--- config.mk ---
export PLATFORM = sky130hd
export DESIGN_NAME = bitmap_line_fetch_color_buffer_top
export DESIGN_NICKNAME = d
export VERILOG_FILES = /design/src/blfcb_pkg.sv /design/src/blfcb_pixel.sv /design/src/bitmap_line_fetch_color_buffer_top.sv
export SDC_FILE = /design/constraint.sdc
export NUM_CORES = 1
export LEC_CHECK = 0
export ABC_AREA = 1
export BUFFER_PORTS_ARGS = -buffer_cell sky130_fd_sc_hd__buf_2
export CORE_ASPECT_RATIO = 1.5
export CORE_MARGIN = 8
export CORE_UTILIZATION = 40
export DETAILED_ROUTE_END_ITERATION = 10
export GPL_TIMING_DRIVEN = 0
export HOLD_SLACK_MARGIN = 0.02
export PLACE_DENSITY = 0.62
export SYNTH_ARGS = -nofsm -noshare
export SYNTH_HDL_FRONTEND = slang
export SYNTH_SLANG_ARGS = --single-unit
--- constraint.sdc ---
create_clock -name clk_i -period 2.6 [get_ports clk_i]
set_clock_uncertainty 0.15 [all_clocks]
set_input_delay 0.13 -clock clk_i [delete_from_list [all_inputs] [get_ports clk_i]]
set_output_delay 0.13 -clock clk_i [all_outputs]
set_load 0.01 [all_outputs]
--- src/blfcb_pkg.sv ---
`timescale 1ns / 1ps
// ----------------------------------------------------------------------------
// blfcb_pkg
// Shared types and constants for the bitmap line fetch and color buffer.
// ----------------------------------------------------------------------------
package blfcb_pkg;

  // Configuration register indexes
  typedef enum logic [2:0] {
    REG_VRAM_MODE        = 3'd0,
    REG_SCROLL_X         = 3'd1,
    REG_SCROLL_Y         = 3'd2,
    REG_SCREEN_TOP       = 3'd3,
    REG_SUBPALETTE       = 3'd4,
    REG_BUFFER_ENABLE    = 3'd5,
    REG_BUFFER_THRESHOLD = 3'd6
  } reg_index_e;

  // Video memory modes; undefined codes behave as the 4-bit 512x512 mode
  typedef enum logic [2:0] {
    MODE_8B_SPLIT_Y = 3'd0,
    MODE_8B_256X512 = 3'd1,
    MODE_4B_SPLIT_Y = 3'd2,
    MODE_4B_SPLIT_X = 3'd3,
    MODE_4B_512X512 = 3'd4
  } vram_mode_e;

  localparam int unsigned CfgDataWidth = 9;
  localparam int unsigned AddrWidth    = 17;

  localparam logic [7:0] PixFull     = 8'hFF;
  localparam logic [7:0] PosLast     = 8'hFF;
  localparam logic [3:0] NibbleFull  = 4'hF;
  localparam logic [3:0] NibbleZero  = 4'h0;

  // Configuration register set
  typedef struct packed {
    logic [2:0] vram_mode;
    logic [8:0] scroll_x;
    logic [8:0] scroll_y;
    logic [8:0] screen_top;
    logic [3:0] subpalette;
    logic       buffer_enable;
    logic [7:0] buffer_threshold;
  } cfg_t;

  // Color buffer update request from the pixel datapath
  typedef struct packed {
    logic       load;
    logic [7:0] color;
  } buf_upd_t;

endpackage

--- src/blfcb_pixel.sv ---
`timescale 1ns / 1ps
// ----------------------------------------------------------------------------
// blfcb_pixel
// Address generation and palette index processing for one bitmap pixel.
// ----------------------------------------------------------------------------
module blfcb_pixel import blfcb_pkg::*; (
  input  cfg_t                 cfg_i,
  input  logic [7:0]           line_pos_i,
  input  logic [8:0]           scanline_i,
  input  logic [7:0]           raw_byte_i,
  input  logic [7:0]           buffered_color_i,
  output logic [AddrWidth-1:0] fetch_address_o,
  output logic [7:0]           pixel_index_o,
  output buf_upd_t             buf_upd_o
);

  logic       wide8;
  logic       split_y;
  logic       split_x;
  logic       narrow_w;
  logic       narrow_h;
  logic [8:0] sum_x;
  logic [8:0] sum_y;
  logic [8:0] data_x;
  logic [8:0] data_y;
  logic [3:0] nibble;
  logic [7:0] pix_raw;
  logic [7:0] pix_mask;
  logic [7:0] thr_mask;

  // Decode the memory mode
  always_comb begin
    wide8    = 1'b0;
    split_y  = 1'b0;
    split_x  = 1'b0;
    narrow_w = 1'b0;
    narrow_h = 1'b0;
    case (vram_mode_e'(cfg_i.vram_mode))
      MODE_8B_SPLIT_Y: begin
        wide8    = 1'b1;
        split_y  = 1'b1;
        narrow_w = 1'b1;
        narrow_h = 1'b1;
      end
      MODE_8B_256X512: begin
        wide8    = 1'b1;
        narrow_w = 1'b1;
      end
      MODE_4B_SPLIT_Y: begin
        split_y  = 1'b1;
        narrow_h = 1'b1;
      end
      MODE_4B_SPLIT_X: begin
        split_x  = 1'b1;
        narrow_w = 1'b1;
      end
      default: begin
      end
    endcase
  end

  // Form memory coordinates, modulo 512, then apply width, height and split
  assign sum_x = 9'({1'b0, line_pos_i} + cfg_i.scroll_x);
  assign sum_y = 9'(scanline_i + cfg_i.scroll_y - cfg_i.screen_top);

  always_comb begin
    data_x = sum_x;
    if (narrow_w) begin
      data_x[8] = split_x & cfg_i.scroll_x[8];
    end
    data_y = sum_y;
    if (narrow_h) begin
      data_y[8] = split_y & cfg_i.scroll_y[8];
    end
  end

  assign fetch_address_o = wide8 ? {data_y, data_x[7:0]} : {data_y, data_x[8:1]};

  // Pick the nibble by column parity and apply subpalette / fifteen escape
  assign nibble = data_x[0] ? raw_byte_i[3:0] : raw_byte_i[7:4];

  always_comb begin
    if (wide8) begin
      pix_raw = raw_byte_i;
    end else if (nibble == NibbleZero) begin
      pix_raw = 8'h00;
    end else if (nibble == NibbleFull && cfg_i.buffer_enable) begin
      pix_raw = PixFull;
    end else begin
      pix_raw = {cfg_i.subpalette, nibble};
    end
  end

  // Threshold compare on the pixel width
  assign pix_mask = wide8 ? pix_raw : {NibbleZero, pix_raw[3:0]};
  assign thr_mask = wide8 ? cfg_i.buffer_threshold
                          : {NibbleZero, cfg_i.buffer_threshold[3:0]};

  // With buffering on, full-index pixels take the buffered color, or set it
  always_comb begin
    pixel_index_o   = pix_raw;
    buf_upd_o.load  = 1'b0;
    buf_upd_o.color = pix_raw;
    if (cfg_i.buffer_enable) begin
      if (pix_raw == PixFull) begin
        if (line_pos_i != PosLast) begin
          pixel_index_o = buffered_color_i;
        end
      end else if (pix_mask < thr_mask) begin
        buf_upd_o.load = 1'b1;
      end
    end
  end

endmodule

--- src/bitmap_line_fetch_color_buffer_top.sv ---
`timescale 1ns / 1ps
// ----------------------------------------------------------------------------
// bitmap_line_fetch_color_buffer_top
// Bitmap layer pixel fetch address and palette index with color buffering.
// ----------------------------------------------------------------------------
// Usage:
//   Input channel (in_valid_i / in_ready_o) carries one pixel request: the
//   position in the fetched line, the screen scanline and the raw bitmap
//   byte. Output channel (out_valid_o / out_ready_i) returns one result per
//   request: the bitmap memory byte address and the processed palette index.
//   Configuration is written through cfg_we_i / cfg_index_i / cfg_data_i,
//   one register per cycle, while no request is in flight.
//   A request is held in the input register, then the pixel datapath feeds
//   the result register, which drives out_valid_o. Throughput is one request
//   per cycle while the receiver does not stall; both stages advance
//   together and the color buffer updates as a request leaves the input
//   register, so the next request sees the new color with no bubble.
//   When the receiver stalls, the result register holds and the input
//   register fills; in_ready_o drops only once both stages are occupied.
//   Reset clears all configuration registers, the buffered color and both
//   valid flags.
// ----------------------------------------------------------------------------
module bitmap_line_fetch_color_buffer_top import blfcb_pkg::*; (
  input  logic                    clk_i,
  input  logic                    rst_ni,
  input  logic                    cfg_we_i,
  input  logic [2:0]              cfg_index_i,
  input  logic [CfgDataWidth-1:0] cfg_data_i,
  input  logic                    in_valid_i,
  output logic                    in_ready_o,
  input  logic [7:0]              line_pos_i,
  input  logic [8:0]              scanline_i,
  input  logic [7:0]              raw_byte_i,
  output logic                    out_valid_o,
  input  logic                    out_ready_i,
  output logic [AddrWidth-1:0]    fetch_address_o,
  output logic [7:0]              pixel_index_o
);

  cfg_t                 cfg_q;
  logic [7:0]           buf_color_q;
  logic                 s1_valid_q;
  logic [7:0]           s1_pos_q;
  logic [8:0]           s1_line_q;
  logic [7:0]           s1_raw_q;
  logic                 out_valid_q;
  logic [AddrWidth-1:0] out_addr_q;
  logic [7:0]           out_pix_q;
  logic                 s1_adv;
  logic                 in_acc;
  logic [AddrWidth-1:0] dp_addr;
  logic [7:0]           dp_pix;
  buf_upd_t             dp_buf;

  // Handshake: result register frees when empty or taken
  assign s1_adv     = s1_valid_q && (!out_valid_q || out_ready_i);
  assign in_ready_o = !s1_valid_q || s1_adv;
  assign in_acc     = in_valid_i && in_ready_o;

  // Configuration registers
  always_ff @(posedge clk_i or negedge rst_ni) begin
    if (!rst_ni) begin
      cfg_q <= '0;
    end else if (cfg_we_i) begin
      case (reg_index_e'(cfg_index_i))
        REG_VRAM_MODE:        cfg_q.vram_mode        <= cfg_data_i[2:0];
        REG_SCROLL_X:         cfg_q.scroll_x         <= cfg_data_i[8:0];
        REG_SCROLL_Y:         cfg_q.scroll_y         <= cfg_data_i[8:0];
        REG_SCREEN_TOP:       cfg_q.screen_top       <= cfg_data_i[8:0];
        REG_SUBPALETTE:       cfg_q.subpalette       <= cfg_data_i[3:0];
        REG_BUFFER_ENABLE:    cfg_q.buffer_enable    <= cfg_data_i[0];
        REG_BUFFER_THRESHOLD: cfg_q.buffer_threshold <= cfg_data_i[7:0];
        default: begin
        end
      endcase
    end
  end

  // Input register: hold valid
  always_ff @(posedge clk_i or negedge rst_ni) begin
    if (!rst_ni) begin
      s1_valid_q <= 1'b0;
    end else if (in_ready_o) begin
      s1_valid_q <= in_valid_i;
    end
  end

  // Input register: capture request payload
  always_ff @(posedge clk_i) begin
    if (in_acc) begin
      s1_pos_q  <= line_pos_i;
      s1_line_q <= scanline_i;
      s1_raw_q  <= raw_byte_i;
    end
  end

  blfcb_pixel u_pixel (
    .cfg_i            (cfg_q),
    .line_pos_i       (s1_pos_q),
    .scanline_i       (s1_line_q),
    .raw_byte_i       (s1_raw_q),
    .buffered_color_i (buf_color_q),
    .fetch_address_o  (dp_addr),
    .pixel_index_o    (dp_pix),
    .buf_upd_o        (dp_buf)
  );

  // Color buffer: update as the request leaves the input register
  always_ff @(posedge clk_i or negedge rst_ni) begin
    if (!rst_ni) begin
      buf_color_q <= '0;
    end else if (s1_adv && dp_buf.load) begin
      buf_color_q <= dp_buf.color;
    end
  end

  // Result register: valid
  always_ff @(posedge clk_i or negedge rst_ni) begin
    if (!rst_ni) begin
      out_valid_q <= 1'b0;
    end else if (!out_valid_q || out_ready_i) begin
      out_valid_q <= s1_valid_q;
    end
  end

  // Result register: payload
  always_ff @(posedge clk_i) begin
    if (s1_adv) begin
      out_addr_q <= dp_addr;
      out_pix_q  <= dp_pix;
    end
  end

  assign out_valid_o     = out_valid_q;
  assign fetch_address_o = out_addr_q;
  assign pixel_index_o   = out_pix_q;

  // A stalled request stays in the input register
  assert property (@(posedge clk_i) disable iff (!rst_ni)
    s1_valid_q && !s1_adv |=> s1_valid_q)
    else $error("input stage lost a stalled request");

  // The buffered color changes only when a request leaves with buffering on
  assert property (@(posedge clk_i) disable iff (!rst_ni)
    !(s1_adv && cfg_q.buffer_enable) |=> $stable(buf_color_q))
    else $error("buffered color changed without a buffered request");

  // Buffering off in 8-bit modes passes the raw byte straight through
  assert property (@(posedge clk_i) disable iff (!rst_ni)
    s1_adv && !cfg_q.buffer_enable &&
    (cfg_q.vram_mode == MODE_8B_SPLIT_Y || cfg_q.vram_mode == MODE_8B_256X512)
    |=> pixel_index_o == $past(s1_raw_q))
    else $error("8-bit pixel altered with buffering off");

endmodule
==> metrics.yaml <==
synth.top_cell.area_share_pct: 28.6
hp-start: "cfg_data_i[3]"
max_freq_mhz: 394
track_usage_pct: 14.7
arrival_ns: 2.49
nNetsFinal: 747
async_flop_share_pct: 51.5
status: "completed"
reg2reg_depth: 11
syn2layout_area_growth_pct: 28.3
clk_pin_slew_ns: 0.07
yosysWarnings: 0
dr.pass1.iters: 4
finalCritPeriodShare_pct: 97.5
drive_above_1_share_pct: 20.2
cp-end-kind: "flop"
fin_cells: 836
fin_crit_ns: 2.54
dieArea_um2: 17100
grt_pass1_vias: 4146
wl_per_cell_um: 14.3
grt-ovfl-total: 0
tritoncts: "built"
synth_area_leader_cell: "edfxtp_1"
start_kind: "flop"
first_iter_violations: 184
ys_types: 34
clkLatencyLatePin_ns: 0.35
power_density_nw_per_um2: 853
diodes: 0
fin_worst_hold_slack_ns: 0.0188
synth_mux_area_share_pct: 0.381
synth_commonest_cells: "142 x nand2_1, 88 x inv_1, 54 x o21ai_0"
cp_cell_sequence: "inv_1 > fa_1 > inv_1 > ha_4 > a21oi_4 > o21ai_4 > nand4_1 > o211ai_1 > or2_4 > nand3_2 > o21ai_2"
grt_pass1_wl_mm: 19.4
synth_top_family_by_area: "simple AND/OR/NAND/NOR gates"
final_max_slew_viol_count: 0
cpMaxStageDelayCell: "fa_1"
grt_max_degree: 54
crit_required_ns: 2.55
coreArea_um2: 12900
reg2reg_slack_ns: 0.06
fp.dieH_um: 156
port_buffers: 68
drtAntennaViolNets: 0
rows: 51
critPathBufInv: 2
setup_violations: 0
synth_most_common_cell: "nand2_1"
max_slew_margin_pct: 21.2
hold_viol_final: 0
dp_hpwl_mm: 8.69
vias: 4009
peakVddDrop_v: 0.000372
die_w_um: 110
cts.sinks: 103
synth-seq-area-share_pct: 53.8
drc: 0
synth_compound_area_share_pct: 9.33
critical_path.top_delay_family: "adder cells"
ys_ff_latch: 103
cp_max_fo: 4
dp.cells: 771
syn_nets: 618
clockRootBuffer: "clkbuf_16"
power.leakage_nw: 3.24
worstReg2RegEnd: "fetch_address_o[16]$_DFFE_PP_"
clk_path_buf_depth: 2
r2r-start: "s1_line_q[3]$_DFFE_PP_"
synthAdderAreaFrac_pct: 9.14
yosys.area_share.simple_pct: 17.7
numCtsBuffers: 9
max_cap_violations: 0
max_stage_delay_ns: 0.55
wl_mm: 12.0
synth_cells: 543
synthXorXnorAreaFrac_pct: 2.50
synth_flop_cell: "dfrtp_1"
whs_path_depth: 3
routed_via_density: 4.80
path_class: "reg -> reg"
avgSynthCellArea_um2: 9.68
syn-cell-area_um2: 5260
antenna_found_initial: 0
start_util_pct: 40.8
cp_common_cell: "inv_1"
yosys-top-cells-area: "edfxtp_1 29%, dfrtp_1 25%, nand2_1 10%"
hold_class: "in -> reg"
tightest_slew_ns: 1.18
ioPinCount: 69
synth_edf_count: 50
htree_levels: 3
gp_congestion: 0.844
holdPathEnd: "cfg_q[34]$_DFFE_PN0P_"
registers in the layout, summed over array words and instances, names as in the netlist:
name / flops
fetch_address_o: 17
out_valid_o: 1
buf_color_q: 8
pixel_index_o: 8
s1_line_q: 9
s1_pos_q: 8
cfg_q: 43
s1_raw_q: 8
s1_valid_q: 1
cells by family after synthesis:
group           after synthesis
simple gates                204
flops                       103
buf+inv                      98
compound gates               88
fa+ha+maj                    33
xor+xnor                     15
mux                           2
repair_timing:
action | in CTS | in global routing
pin swaps | 0 | 12
gates resized for setup | 8 | 18
buffers inserted | 1 | 11
endpoints found under the hold margin | 97 | 0
endpoints found under the setup margin | 10 | 17
hold buffers | 37 | 0
layout make-up:
cell class,count,area (µm²)
fillers,1184,6150
well taps,159,199
clock inverters,5,55.1
plain buffers,7,42.5
multi-input cells,342,2170
flip-flops and latches,103,2830
inverters,91,344
repair buffers,118,853
clock buffers,11,253
layer usage:
| metal | track usage, % | vias up | wire length, µm |
|---|---|---|---|
| met2 | 27.5 | 83 | 6700 |
| met1 | 15.1 | 1893 | 4580 |
| met4 | 6.01 | 0 | 268 |
| met5 | 0 | - | 0 |
| li1 | - | 2017 | - |
| met3 | 3.13 | 16 | 439 |
report_power, final:
part | internal [mW] | total, mW | switching, mW
Combinational | 0.865 | 2.05 | 1.18
Sequential | 2.14 | 2.30 | 0.164
Clock | 0.798 | 1.40 | 0.601
worst max-delay path by stage:
stage / cells after the start / slack [ns] / startpoint / endpoint
floorplan: 10 / 0.06 / cfg_q[16]$_DFFE_PN0P_ / fetch_address_o[16]$_DFFE_PP_
global placement: 6 / -0.32 / out_valid_o$_DFFE_PN0P_ / buf_color_q[7]$_DFFE_PN0P_
detailed placement: 11 / -0.28 / cfg_q[41]$_DFFE_PN0P_ / buf_color_q[5]$_DFFE_PN0P_
CTS: 13 / 0.02 / s1_pos_q[0]$_DFFE_PP_ / buf_color_q[5]$_DFFE_PN0P_
global route: 11 / -0.04 / cfg_q[25]$_DFFE_PN0P_ / fetch_address_o[16]$_DFFE_PP_
finish: 11 / 0.06 / s1_line_q[3]$_DFFE_PP_ / fetch_address_o[16]$_DFFE_PP_
worst register-to-register path, cell delays in order (launching register included):
cell,delay (ns)
edfxtp_1,0.33
inv_1,0.07
fa_1,0.55
inv_1,0.08
ha_4,0.24
a21oi_4,0.15
o21ai_4,0.08
nand4_1,0.09
o211ai_1,0.15
or2_4,0.26
nand3_2,0.08
o21ai_2,0.06
cells in the final DEF (no fill, tap or decap), types with 16 or more instances in the layout:
master / instances
a21oi_1: 20
buf_2: 69
dfrtp_1: 53
dlygate4sd3_1: 37
edfxtp_1: 50
ha_1: 20
inv_1: 87
nand2_1: 141
nand3_1: 16
nor2_1: 16
o21ai_0: 51
stage by stage:
stage	setup WS [ns]	total power, mW	utilization [%]	setup TNS [ns]	area, µm²
2_1_floorplan	0.0567	3.60	-	0	5260
3_3_place_gp	-0.323	4.04	45.0	-2.74	5800
3_5_place_dp	-0.282	4.12	45.3	-2.34	5830
4_1_cts	0.0204	5.63	50.9	0	6560
5_1_grt	-0.0359	6.15	52.3	-0.0409	6740
6_report	0.0649	5.75	52.3	0	6740
Power figures use the tool's default switching activity.
